<file path="config.mk">
export PLATFORM = sky130hd
export DESIGN_NAME = drum_voice_allocator_pitch_glide
export DESIGN_NICKNAME = d
export VERILOG_FILES = /design/src/dvapg_pkg.sv /design/src/drum_voice_allocator_pitch_glide.sv /design/src/dvapg_alu.sv /design/src/dvapg_ctl.sv
export SDC_FILE = /design/constraint.sdc
export NUM_CORES = 2
export LEC_CHECK = 0
export CORE_UTILIZATION = 50
export DETAILED_ROUTE_END_ITERATION = 10
export DONT_BUFFER_PORTS = 1
export PLACE_DENSITY = 0.66
export SYNTH_ARGS = -nofsm -noshare
export SYNTH_HDL_FRONTEND = slang
export SYNTH_SLANG_ARGS = --single-unit
</file>
<file path="constraint.sdc">
create_clock -name clk -period 11.9 [get_ports clk]
set_input_delay 1.19 -clock clk [delete_from_list [all_inputs] [get_ports clk]]
set_output_delay 1.19 -clock clk [all_outputs]
set_load 0.01 [all_outputs]
</file>
<file path="src/dvapg_pkg.sv">
// Shared types, constants and constant tables for the drum voice allocator.
// Used by dvapg_alu, dvapg_ctl and the top level; no dependencies.
package dvapg_pkg;

	// voice pool sizes
	localparam int KICK_COUNT  = 3;
	localparam int SNARE_COUNT = 3;
	localparam int HAT_COUNT   = 4;

	localparam int KICK_W  = (KICK_COUNT > 1) ? $clog2(KICK_COUNT) : 1;
	localparam int KSCAN_W = $clog2(KICK_COUNT + 1);
	localparam int SNARE_W = (SNARE_COUNT > 1) ? $clog2(SNARE_COUNT) : 1;
	localparam int HAT_W   = (HAT_COUNT > 1) ? $clog2(HAT_COUNT) : 1;

	// arithmetic widths
	localparam int OPA_W      = 31;          // multiplier operand a, holds exp(0) in Q30
	localparam int OPB_W      = 16;
	localparam int PROD_W     = OPA_W + OPB_W;
	localparam int QUO_W      = 23;          // x = t/tau in Q20, at most 5.0
	localparam int DIV_FRAC_W = 20;
	localparam int SH_IN_W    = QUO_W - DIV_FRAC_W;
	localparam int REM_W      = 26;          // holds tau*1000 for any 16 bit tau
	localparam int STEP_W     = $clog2(QUO_W);
	localparam int EXP_FRAC_W = 16;          // table step is 1/16
	localparam int EXP_IDX_W  = QUO_W - EXP_FRAC_W;
	localparam int ROUND_SH   = 22;          // Q30 * Hz -> Q16.8 Hz
	localparam int FREQ_W     = 24;

	localparam logic [OPB_W-1:0]  MS_TO_US  = 16'd1000;
	localparam logic [17:0]       LIMIT_MIN = 18'd5;
	localparam logic [FREQ_W-1:0] FREQ_MIN  = 24'd256;
	localparam logic [QUO_W-1:0]  X_MAX     = 23'(5 << DIV_FRAC_W);

	// exp(-i/16) in Q30, i = 0..EXP_LAST
	localparam int EXP_LAST = 80;
	localparam logic [63:0] EXP_STEP = 64'd1008687096;

	typedef logic [EXP_LAST:0][OPA_W-1:0] exp_tab_t;

	function automatic exp_tab_t exp_tab_build();
		exp_tab_t    tab;
		logic [63:0] e;
		int          i;
		e = 64'd1 << 30;
		for (i = 0; i <= EXP_LAST; i++) begin
			tab[i] = e[OPA_W-1:0];
			e = (e * EXP_STEP + (64'd1 << 29)) >> 30;
		end
		return tab;
	endfunction

	localparam exp_tab_t EXP_TAB = exp_tab_build();

	// volume percent -> Q1.15 amplitude, rounded
	localparam int AMP_FULL_PCT = 100;

	typedef logic [AMP_FULL_PCT:0][15:0] amp_tab_t;

	function automatic amp_tab_t amp_tab_build();
		amp_tab_t tab;
		int       v;
		for (v = 0; v <= AMP_FULL_PCT; v++) begin
			tab[v] = 16'((v * 32768 + 50) / 100);
		end
		return tab;
	endfunction

	localparam amp_tab_t AMP_TAB = amp_tab_build();

	// input modes
	localparam logic [1:0] MODE_KICK  = 2'd0;
	localparam logic [1:0] MODE_SNARE = 2'd1;
	localparam logic [1:0] MODE_HAT   = 2'd2;
	localparam logic [1:0] MODE_TICK  = 2'd3;

	// voice kinds
	localparam logic [1:0] KIND_KICK  = 2'd0;
	localparam logic [1:0] KIND_SNARE = 2'd1;
	localparam logic [1:0] KIND_HAT   = 2'd2;

	// result events
	localparam logic [1:0] EV_ON  = 2'd0;
	localparam logic [1:0] EV_UPD = 2'd1;
	localparam logic [1:0] EV_OFF = 2'd2;

	typedef enum logic [1:0] {
		ALU_NOP,
		ALU_MUL,
		ALU_DLOAD,
		ALU_DSTEP
	} alu_op_t;

	typedef struct packed {
		alu_op_t          op;
		logic [OPA_W-1:0] opa;
		logic [OPB_W-1:0] opb;
	} alu_req_t;

	typedef struct packed {
		logic [1:0]  mode;
		logic [15:0] param_a;
		logic [15:0] param_b;
		logic [7:0]  volume_pct;
		logic [15:0] elapsed_us;
	} in_item_t;

	typedef struct packed {
		logic [1:0]        voice_kind;
		logic [1:0]        voice_index;
		logic [1:0]        event_res;
		logic [15:0]       decay_ms;
		logic [15:0]       amplitude;
		logic [FREQ_W-1:0] frequency;
		logic              last;
	} res_item_t;

endpackage

</file>
<file path="src/drum_voice_allocator_pitch_glide.sv">
// Top level of the drum voice allocator with kick pitch glide.
// Depends on dvapg_pkg, dvapg_alu and dvapg_ctl.
//
// Usage:
//   s_* carries one item per trigger or time tick. s_tuser is the mode
//   (kick, snare, hat, tick); s_tdata carries the operands.
//   m_* carries result items: one note-on per trigger, and per tick one
//   item for each active kick voice (frequency update or note-off), in
//   voice order. m_tlast marks the final result of an input item; a tick
//   with no active kick voice gives no result.
//   A trigger result is registered in the sequencer and then moved into
//   the output register; the next item is taken once the sequencer is idle.
//   A tick runs, for each gliding kick voice, the 23-step restoring
//   divide (t/tau) in the shared unit plus the multiplies for
//   limit, tau, table interpolation and f0*exp. A note-off goes from the
//   scan through the limit check to the emit state; an idle voice is only scanned.
//   s_tready is high only while the sequencer is idle: one item at a time.
//   Reset clears all voices, round-robin pointers and kick parameters
//   (80 Hz, 120 ms, 300 ms limit). A stalled receiver holds the output
//   register; the sequencer holds its next result and takes a new item only
//   once the last result of the current one is in the output register.
module drum_voice_allocator_pitch_glide import dvapg_pkg::*; (
	input  logic        clk,
	input  logic        arst_n,
	input  logic        s_tvalid,
	output logic        s_tready,
	// param_a[15:0], param_b[31:16], volume_pct[39:32], elapsed_us[55:40]
	input  logic [55:0] s_tdata,
	// mode[1:0]
	input  logic [1:0]  s_tuser,
	output logic        m_tvalid,
	input  logic        m_tready,
	// voice_index[1:0], decay_ms[17:2], amplitude[33:18], frequency[57:34], zero fill
	output logic [63:0] m_tdata,
	// voice_kind[1:0], event_res[3:2]
	output logic [3:0]  m_tuser,
	output logic        m_tlast
);

	in_item_t          in_item;
	res_item_t         res;
	res_item_t         out_q;
	logic              out_valid_q;
	logic              res_valid;
	logic              res_ready;
	alu_req_t          alu_req;
	logic [PROD_W-1:0] prod;
	logic [QUO_W-1:0]  quo;

	// unpack the input item
	always_comb begin
		in_item.mode       = s_tuser;
		in_item.param_a    = s_tdata[15:0];
		in_item.param_b    = s_tdata[31:16];
		in_item.volume_pct = s_tdata[39:32];
		in_item.elapsed_us = s_tdata[55:40];
	end

	dvapg_ctl u_ctl (
		.clk       (clk),
		.arst_n    (arst_n),
		.in_valid  (s_tvalid),
		.in_ready  (s_tready),
		.in_item   (in_item),
		.res_valid (res_valid),
		.res_ready (res_ready),
		.res       (res),
		.alu_req   (alu_req),
		.prod      (prod),
		.quo       (quo)
	);

	dvapg_alu u_alu (
		.clk  (clk),
		.req  (alu_req),
		.prod (prod),
		.quo  (quo)
	);

	// output register: refills in the cycle the held item is taken
	assign res_ready = !out_valid_q || m_tready;

	always_ff @(posedge clk or negedge arst_n) begin
		if (!arst_n) begin
			out_valid_q <= 1'b0;
			out_q       <= '0;
		end else begin
			if (res_valid && res_ready) begin
				out_valid_q <= 1'b1;
				out_q       <= res;
			end else if (m_tready) begin
				out_valid_q <= 1'b0;
			end
		end
	end

	assign m_tvalid = out_valid_q;
	assign m_tdata  = {6'b000000, out_q.frequency, out_q.amplitude, out_q.decay_ms,
	                   out_q.voice_index};
	assign m_tuser  = {out_q.event_res, out_q.voice_kind};
	assign m_tlast  = out_q.last;

endmodule

</file>
<file path="src/dvapg_alu.sv">
// Shared arithmetic unit: one 31x16 multiplier and one restoring divide step.
// Depends on dvapg_pkg; driven cycle by cycle by dvapg_ctl.
module dvapg_alu import dvapg_pkg::*; (
	input  logic              clk,
	input  alu_req_t          req,
	output logic [PROD_W-1:0] prod,
	output logic [QUO_W-1:0]  quo
);

	logic [PROD_W-1:0] prod_q;
	logic [REM_W-1:0]  rem_q;
	logic [QUO_W-1:0]  sh_q;
	logic [QUO_W-1:0]  quo_q;
	logic [REM_W:0]    trial;
	logic [REM_W:0]    divisor;
	logic [REM_W:0]    diff;
	logic              fits;

	always_comb begin
		trial   = {rem_q, sh_q[QUO_W-1]};
		divisor = {1'b0, req.opa[REM_W-1:0]};
		diff    = trial - divisor;
		fits    = (trial >= divisor);
	end

	always_ff @(posedge clk) begin
		unique case (req.op)
			ALU_MUL: begin
				prod_q <= PROD_W'(req.opa) * PROD_W'(req.opb);
			end
			ALU_DLOAD: begin
				// opa: upper dividend bits, opb: bits still to shift in
				rem_q <= req.opa[REM_W-1:0];
				sh_q  <= {req.opb[SH_IN_W-1:0], {DIV_FRAC_W{1'b0}}};
				quo_q <= '0;
			end
			ALU_DSTEP: begin
				rem_q <= fits ? diff[REM_W-1:0] : trial[REM_W-1:0];
				sh_q  <= sh_q << 1;
				quo_q <= {quo_q[QUO_W-2:0], fits};
			end
			default: begin
			end
		endcase
	end

	assign prod = prod_q;
	assign quo  = quo_q;

endmodule

</file>
<file path="src/dvapg_ctl.sv">
// Sequencer: voice allocation, kick voice state and the per-voice glide steps.
// Depends on dvapg_pkg; issues work to dvapg_alu and hands results to the top.
module dvapg_ctl import dvapg_pkg::*; (
	input  logic              clk,
	input  logic              arst_n,
	input  logic              in_valid,
	output logic              in_ready,
	input  in_item_t          in_item,
	output logic              res_valid,
	input  logic              res_ready,
	output res_item_t         res,
	output alu_req_t          alu_req,
	input  logic [PROD_W-1:0] prod,
	input  logic [QUO_W-1:0]  quo
);

	typedef enum logic [3:0] {
		ST_IDLE,
		ST_SCAN,
		ST_LIMCHK,
		ST_DLOAD,
		ST_DSTEP,
		ST_INTERP,
		ST_EXP,
		ST_FMUL,
		ST_FREQ,
		ST_EMIT
	} state_t;

	state_t              state_q;
	logic [KSCAN_W-1:0]  vi_q;
	logic [STEP_W-1:0]   step_q;
	logic [15:0]         el_q;
	logic [31:0]         t_q;
	logic [REM_W-1:0]    tau1k_q;
	logic [OPA_W-1:0]    e_q;
	res_item_t           res_q;

	logic [KICK_COUNT-1:0] kick_active_q;
	logic [31:0]           kick_time_q  [KICK_COUNT];
	logic [15:0]           kick_freq_q  [KICK_COUNT];
	logic [15:0]           kick_tau_q   [KICK_COUNT];
	logic [17:0]           kick_limit_q [KICK_COUNT];
	logic [KICK_W-1:0]     kick_next_q;
	logic [SNARE_W-1:0]    snare_next_q;
	logic [HAT_W-1:0]      hat_next_q;

	logic [KICK_W-1:0]    vidx;
	logic                 vi_in_range;
	logic [15:0]          a1;
	logic [15:0]          b1;
	logic [6:0]           vol_c;
	logic [15:0]          amp;
	logic [17:0]          lim3;
	logic [17:0]          lim;
	logic [32:0]          tsum;
	logic [31:0]          tsat;
	logic                 more_above;
	logic [EXP_IDX_W-1:0] xi;
	logic [EXP_IDX_W-1:0] ia;
	logic [EXP_IDX_W-1:0] ib;
	logic [OPA_W-1:0]     exp_a;
	logic [OPA_W-1:0]     exp_b;
	logic [PROD_W:0]      fsum;
	logic [FREQ_W-1:0]    fr;

	always_comb begin
		vidx        = vi_q[KICK_W-1:0];
		vi_in_range = (vi_q < KSCAN_W'(KICK_COUNT));

		a1    = (in_item.param_a == 16'd0) ? 16'd1 : in_item.param_a;
		b1    = (in_item.param_b == 16'd0) ? 16'd1 : in_item.param_b;
		vol_c = (in_item.volume_pct > 8'(AMP_FULL_PCT)) ? 7'(AMP_FULL_PCT)
		                                               : in_item.volume_pct[6:0];
		amp   = AMP_TAB[vol_c];
		lim3  = {2'b00, b1} + {1'b0, b1, 1'b0};
		lim   = (lim3 < LIMIT_MIN) ? LIMIT_MIN : lim3;

		tsum = 33'(vi_in_range ? kick_time_q[vidx] : 32'd0) + 33'(el_q);
		tsat = tsum[32] ? '1 : tsum[31:0];

		more_above = 1'b0;
		for (int k = 0; k < KICK_COUNT; k++) begin
			if (KSCAN_W'(k) > vi_q && kick_active_q[k]) begin
				more_above = 1'b1;
			end
		end

		// table lookup with clamp at the far end
		xi    = quo[QUO_W-1:EXP_FRAC_W];
		ia    = (xi >= EXP_IDX_W'(EXP_LAST)) ? EXP_IDX_W'(EXP_LAST) : xi;
		ib    = (xi >= EXP_IDX_W'(EXP_LAST)) ? EXP_IDX_W'(EXP_LAST) : xi + 1'b1;
		exp_a = EXP_TAB[ia];
		exp_b = EXP_TAB[ib];

		fsum = (PROD_W + 1)'(prod) + ((PROD_W + 1)'(1) << (ROUND_SH - 1));
		fr   = fsum[ROUND_SH +: FREQ_W];
		if (fr < FREQ_MIN) begin
			fr = FREQ_MIN;
		end
	end

	// operand select for the shared unit
	always_comb begin
		alu_req.op  = ALU_NOP;
		alu_req.opa = '0;
		alu_req.opb = '0;
		unique case (state_q)
			ST_SCAN: begin
				if (vi_in_range) begin
					alu_req.op  = ALU_MUL;
					alu_req.opa = OPA_W'(kick_limit_q[vidx]);
					alu_req.opb = MS_TO_US;
				end
			end
			ST_LIMCHK: begin
				alu_req.op  = ALU_MUL;
				alu_req.opa = OPA_W'(kick_tau_q[vidx]);
				alu_req.opb = MS_TO_US;
			end
			ST_DLOAD: begin
				alu_req.op  = ALU_DLOAD;
				alu_req.opa = OPA_W'(t_q[31:SH_IN_W]);
				alu_req.opb = OPB_W'(t_q[SH_IN_W-1:0]);
			end
			ST_DSTEP: begin
				alu_req.op  = ALU_DSTEP;
				alu_req.opa = OPA_W'(tau1k_q);
			end
			ST_INTERP: begin
				alu_req.op  = ALU_MUL;
				alu_req.opa = exp_a - exp_b;
				alu_req.opb = quo[EXP_FRAC_W-1:0];
			end
			ST_FMUL: begin
				alu_req.op  = ALU_MUL;
				alu_req.opa = e_q;
				alu_req.opb = kick_freq_q[vidx];
			end
			default: begin
			end
		endcase
	end

	always_ff @(posedge clk or negedge arst_n) begin
		if (!arst_n) begin
			state_q       <= ST_IDLE;
			vi_q          <= '0;
			step_q        <= '0;
			el_q          <= '0;
			t_q           <= '0;
			tau1k_q       <= '0;
			e_q           <= '0;
			res_q         <= '0;
			kick_active_q <= '0;
			kick_next_q   <= '0;
			snare_next_q  <= '0;
			hat_next_q    <= '0;
			for (int k = 0; k < KICK_COUNT; k++) begin
				kick_time_q[k]  <= 32'd0;
				kick_freq_q[k]  <= 16'd80;
				kick_tau_q[k]   <= 16'd120;
				kick_limit_q[k] <= 18'd300;
			end
		end else begin
			unique case (state_q)
				ST_IDLE: begin
					if (in_valid) begin
						unique case (in_item.mode)
							MODE_KICK: begin
								kick_active_q[kick_next_q] <= 1'b1;
								kick_time_q[kick_next_q]   <= 32'd0;
								kick_freq_q[kick_next_q]   <= a1;
								kick_tau_q[kick_next_q]    <= b1;
								kick_limit_q[kick_next_q]  <= lim;
								kick_next_q <= (kick_next_q == KICK_W'(KICK_COUNT - 1))
								             ? '0 : kick_next_q + 1'b1;
								res_q <= '{KIND_KICK, 2'(kick_next_q), EV_ON, b1, amp,
								           {a1, 8'h00}, 1'b1};
								state_q <= ST_EMIT;
							end
							MODE_SNARE: begin
								snare_next_q <= (snare_next_q == SNARE_W'(SNARE_COUNT - 1))
								              ? '0 : snare_next_q + 1'b1;
								res_q <= '{KIND_SNARE, 2'(snare_next_q), EV_ON, a1, amp,
								           24'd0, 1'b1};
								state_q <= ST_EMIT;
							end
							MODE_HAT: begin
								hat_next_q <= (hat_next_q == HAT_W'(HAT_COUNT - 1))
								            ? '0 : hat_next_q + 1'b1;
								res_q <= '{KIND_HAT, 2'(hat_next_q), EV_ON, a1, amp,
								           24'd0, 1'b1};
								state_q <= ST_EMIT;
							end
							default: begin
								el_q    <= in_item.elapsed_us;
								vi_q    <= '0;
								state_q <= ST_SCAN;
							end
						endcase
					end
				end
				ST_SCAN: begin
					if (!vi_in_range) begin
						state_q <= ST_IDLE;
					end else if (kick_active_q[vidx]) begin
						t_q               <= tsat;
						kick_time_q[vidx] <= tsat;
						state_q           <= ST_LIMCHK;
					end else begin
						vi_q <= vi_q + 1'b1;
					end
				end
				ST_LIMCHK: begin
					// prod holds limit*1000
					if (PROD_W'(t_q) > prod) begin
						kick_active_q[vidx] <= 1'b0;
						res_q   <= '{KIND_KICK, 2'(vidx), EV_OFF, 16'd0, 16'd0, 24'd0,
						           !more_above};
						state_q <= ST_EMIT;
					end else begin
						state_q <= ST_DLOAD;
					end
				end
				ST_DLOAD: begin
					tau1k_q <= prod[REM_W-1:0];
					step_q  <= '0;
					state_q <= ST_DSTEP;
				end
				ST_DSTEP: begin
					step_q <= step_q + 1'b1;
					if (step_q == STEP_W'(QUO_W - 1)) begin
						state_q <= ST_INTERP;
					end
				end
				ST_INTERP: begin
					e_q     <= exp_a;
					state_q <= ST_EXP;
				end
				ST_EXP: begin
					e_q     <= e_q - prod[PROD_W-1:EXP_FRAC_W];
					state_q <= ST_FMUL;
				end
				ST_FMUL: begin
					state_q <= ST_FREQ;
				end
				ST_FREQ: begin
					res_q   <= '{KIND_KICK, 2'(vidx), EV_UPD, 16'd0, 16'd0, fr, !more_above};
					state_q <= ST_EMIT;
				end
				ST_EMIT: begin
					if (res_ready) begin
						if (res_q.last) begin
							state_q <= ST_IDLE;
						end else begin
							vi_q    <= vi_q + 1'b1;
							state_q <= ST_SCAN;
						end
					end
				end
				default: begin
					state_q <= ST_IDLE;
				end
			endcase
		end
	end

	assign in_ready  = (state_q == ST_IDLE);
	assign res_valid = (state_q == ST_EMIT);
	assign res       = res_q;

`ifndef SYNTH
	a_off_clears: assert property (@(posedge clk) disable iff (!arst_n)
		res_valid && res_q.event_res == EV_OFF |-> vi_in_range && !kick_active_q[vidx])
		else $error("note-off sent for a voice still active");

	a_freq_floor: assert property (@(posedge clk) disable iff (!arst_n)
		res_valid && res_q.event_res == EV_UPD |-> res_q.frequency >= FREQ_MIN)
		else $error("glide frequency below floor");

	a_quo_bound: assert property (@(posedge clk) disable iff (!arst_n)
		state_q == ST_INTERP |-> quo <= X_MAX)
		else $error("t/tau beyond table range");

	a_tick_start: assert property (@(posedge clk) disable iff (!arst_n)
		in_valid && in_ready && in_item.mode == MODE_TICK |=> state_q == ST_SCAN && vi_q == '0)
		else $error("tick did not start scan at voice zero");
`endif

endmodule
</file>
==> metrics.md <==
| Metric | Value |
|---|---|
| PortBufs | `0` |
| EDFF count, synth | `99` |
| Clock transition at path regs | `0.06 ns` |
| Leakage power | `28.31 nW` |
| Top cell type's share of synthesized area | `0.2053` |
| Layout area overhead | `9.341%` |
| Number of library cell types mapped by synthesis | `96` |
| Sequential cell area fraction in the yosys report | `0.2713` |
| ANT nets after route | `0` |
| First-pass detailed-route iteration total | `6` |
| Pwr/cell area | `317.2 nW/um2` |
| Total clock buffers created by CTS | `72` |
| Outcome | `finished with violations` |
| Synth Instances | `6876` |
| Final Hold Viols | `0` |
| Final setup viols | `0` |
| Crit share post-route | `0.9751` |
| Die X | `339.7 um` |
| Leading area contributor after synthesis | `dfrtp_1` |
| Antenna cell count | `0` |
| Synthesis Warnings | `0` |
| First-pass GRT wire length | `~320 mm` |
| Clock latency on the worst-skew pair | `0.68 ns` |
| Critical Path Source Type | `flip-flop` |
| RSZ-0062 raised after global routing | `true` |
| H-tree Lvls | `3` |
| Ratio of cells with drive above 1 in the final layout | `0.09681` |
| CTS tree | `done` |
| Total power | `19.78 mW` |
| Cts hold-fix bufs | `0` |
| WL/cell | `between 20 and 30 um` |
| Cell Area, Synth | `57030 um2` |
| FF-to-FF setup slack | `just under 0.3 ns` |
| Total die area | `115400 um2` |
| Initial core utilization | `0.5056` |
| Core area | `112800 um2` |
| Post-synthesis mux area share | `0.03958` |
| Fin nets | `7615` |
| Io pins | `133` |
| Congestion Overflow GR | `0` |
| Critical Path Most Common Cell | `fa_1` |
| DR vias | `around 53000` |
| Worst Tran Pin Value | `1.758 ns` |
| Row count | `between 100 and 150` |
| Critical path class | `reg2reg` |
| Gr usage total | `0.3691` |
| Placed Area | `around 60000 um2` |
| GPL Wtd Cong | `1.068` |
| Worst EP arrival | `12.02 ns` |
| Post-DP HPWL | `roughly 160 mm` |
| Rel. slew slack | `-0.1723` |
| Post-synth ARST share | `0.8342` |
| Vias per cell | `6.300` |
| Clock net sink count | `597` |
| Top-count cell post-synth | `nand2_1` |
| Adder-Cell Fraction of Synth Area | `0.2192` |
| Xor and xnor area share after synthesis | `0.02733` |
| CP max stage cell | `fa_1` |
| Fillcell total | `about 11000` |
| Initial DRC count | `6157` |
| Initial antenna violation count | `3` |
| CP Data Required Time | `about 12 ns` |
| Clk_skew | `0.03461 ns` |
| Synth Register Bits | `597` |
| Worst setup EP type | `flip-flop` |
| Synth top area cells | `dfrtp_1, fa_1, ha_1` |
| Clock Tree Buf Depth | `3` |
| Time the worst path needs with I/O delays and setup | `between 10 and 15 ns` |
| Post-synth top cells | `nand2_1, nor2_1, inv_1` |
| Final instance area | `62360 um2` |
| Main synth FF type | `dfrtp_1` |
| Worst-path maximum fanout | `13` |
| Max Fclk | `~0.086 GHz` |
| Number of global-route vias before repair | `between 50000 and 60000` |
| Post-synthesis compound-gate area fraction | `0.2033` |
| Simple-Gate Fraction of Synth Area | `0.1672` |
| Worst Hold Class | `in2async` |
| Largest net degree at the start of global routing | `about 500` |
| Root Driver | `clkbuf_16` |
| Max cap viols | `0` |
| Drt drc | `0` |
| Synthesized area per cell | `8.295 um2` |
| Max-slew violation count | `approximately 160` |
| Die Ht | `339.7 um` |
| Maximum vdd drop | `about 0.00025 V` |
| WL final | `216.7 mm` |
| CP peak stage delay | `0.55 ns` |
| Violated checks | `slew limit` |
| Main combinational cell family by area after synthesis | `adder cells` |
[repair_timing]
action                     in CTS  in global routing
pin swaps                       0                  8
setup endpoints to repair       3                 17
buffers inserted                0                  3
gates resized for setup         2                 40
cloned                          0                  0
[critical path: cells and delay by family, from the launching register on]
kind	cells	cell delay [ns]
XOR/XNOR	3	0.82
AND/OR/NAND/NOR	10	1.89
buffers and inverters	8	1.14
AO/OA/AOI/OAI	11	3.18
adder cells (fa/ha/maj)	8	3.81
flip-flops	1	0.49
[area by class of cell]
cell class / count / area, um2 / area share
flip-flops and latches: 597 / 15480 / 0.2482
clock buffers: 101 / 2123 / 0.03405
well taps: 1500 / 1877 / 0.03010
inverters: 615 / 2316 / 0.03714
repair buffers: 300 / 2376 / 0.03810
clock inverters: 33 / 387.9 / 0.006220
multi-input cells: 5213 / 37810 / 0.6062
[cells in the final DEF (no fill, tap or decap), drive strengths merged, types with 39 or more instances in the layout]
master and n:
nand2 1141, nor2 606, inv 603, o21ai 541, dfrtp 468, a21oi 426
fa 409, ha 345, buf 300, xnor2 129, nand3 106, mux2i 104
mux2 102, clkbuf 101, edfxtp 99, nor3 94, a211oi 88, a21o 86
a31oi 79, a22oi 76, o211ai 76, o22ai 54, a22o 52, xor2 49
nand2b 47, o21a 43, and2 41, and3 40, nor2b 39
[registers in the layout (all words and copies together) (netlist names), 4 cells and up]
name	flops
u_ctl.kick_time_q	96
u_ctl.kick_tau_q	48
u_ctl.kick_limit_q	54
u_ctl.res	63
u_ctl.t_q	32
m_tuser	4
u_ctl.tau1k_q	26
u_ctl.state_q	4
m_tdata	58
u_alu.rem_q	26
u_ctl.kick_freq_q	48
u_ctl.e_q	31
u_ctl.el_q	16
u_alu.quo	23
u_alu.prod	47
u_ctl.step_q	5
[layer usage]
| layer | GRT usage | vias to the layer above | routed length [um] |
|---|---|---|---|
| li1 | - | 23459 | - |
| met1 | 0.4918 | 25878 | 87000 |
| met2 | 0.5689 | 2788 | 96370 |
| met3 | 0.06709 | 534 | 19800 |
| met4 | 0.2037 | 4 | 13490 |
| met5 | 0 | - | 27 |
[worst paths after layout]
kind,startpoint,endpoint,cells after the start
min reg2reg,u_ctl.kick_freq_q[38],u_ctl.kick_freq_q[38],2
min,arst_n,u_ctl.kick_freq_q[15],0
max reg2reg,u_alu.quo[20],u_alu.prod[45],40
max,u_alu.quo[20],u_alu.prod[45],40
min in group clk,u_ctl.kick_freq_q[38],u_ctl.kick_freq_q[38],2
max in group asynchronous,arst_n,u_ctl.kick_time_q[60],0
[metrics by stage]
step / setup WS, ns / util / setup TNS, ns / instances / hold slack [ns]
6_report: 0.2962 / 0.5528 / 0 / 8359 / 0.2191
5_1_grt: -0.1034 / 0.5528 / -0.2809 / 8359 / 0.2042
4_1_cts: 0.06467 / 0.5512 / 0 / 8356 / 0.1758
3_5_place_dp: -0.01232 / 0.5289 / -0.01232 / 8222 / 0.4496
3_3_place_gp: 0.1983 / 0.5289 / 0 / 8222 / 0.4459
2_1_floorplan: 0.5988 / - / 0 / 6881 / 0.4388
[cells by family (layout without fill, tap and decap cells)]
group / after synthesis / after routing
other: 1 / 6
xor gates and xnor gates: 178 / 178
DFF: 597 / 597
buffers and inverters: 1071 / 1049
and+or+nand+nor: 2244 / 2244
AOI/OAI and AO/OA: 1822 / 1822
adders and majority gates: 754 / 754
muxes: 209 / 209
[report_power, final]
part,switching (mW),internal [mW]
combinational,8.81,4.81
clock,0.985,1.34
sequential,0.762,3.08
(Power assumes the default switching activity.)
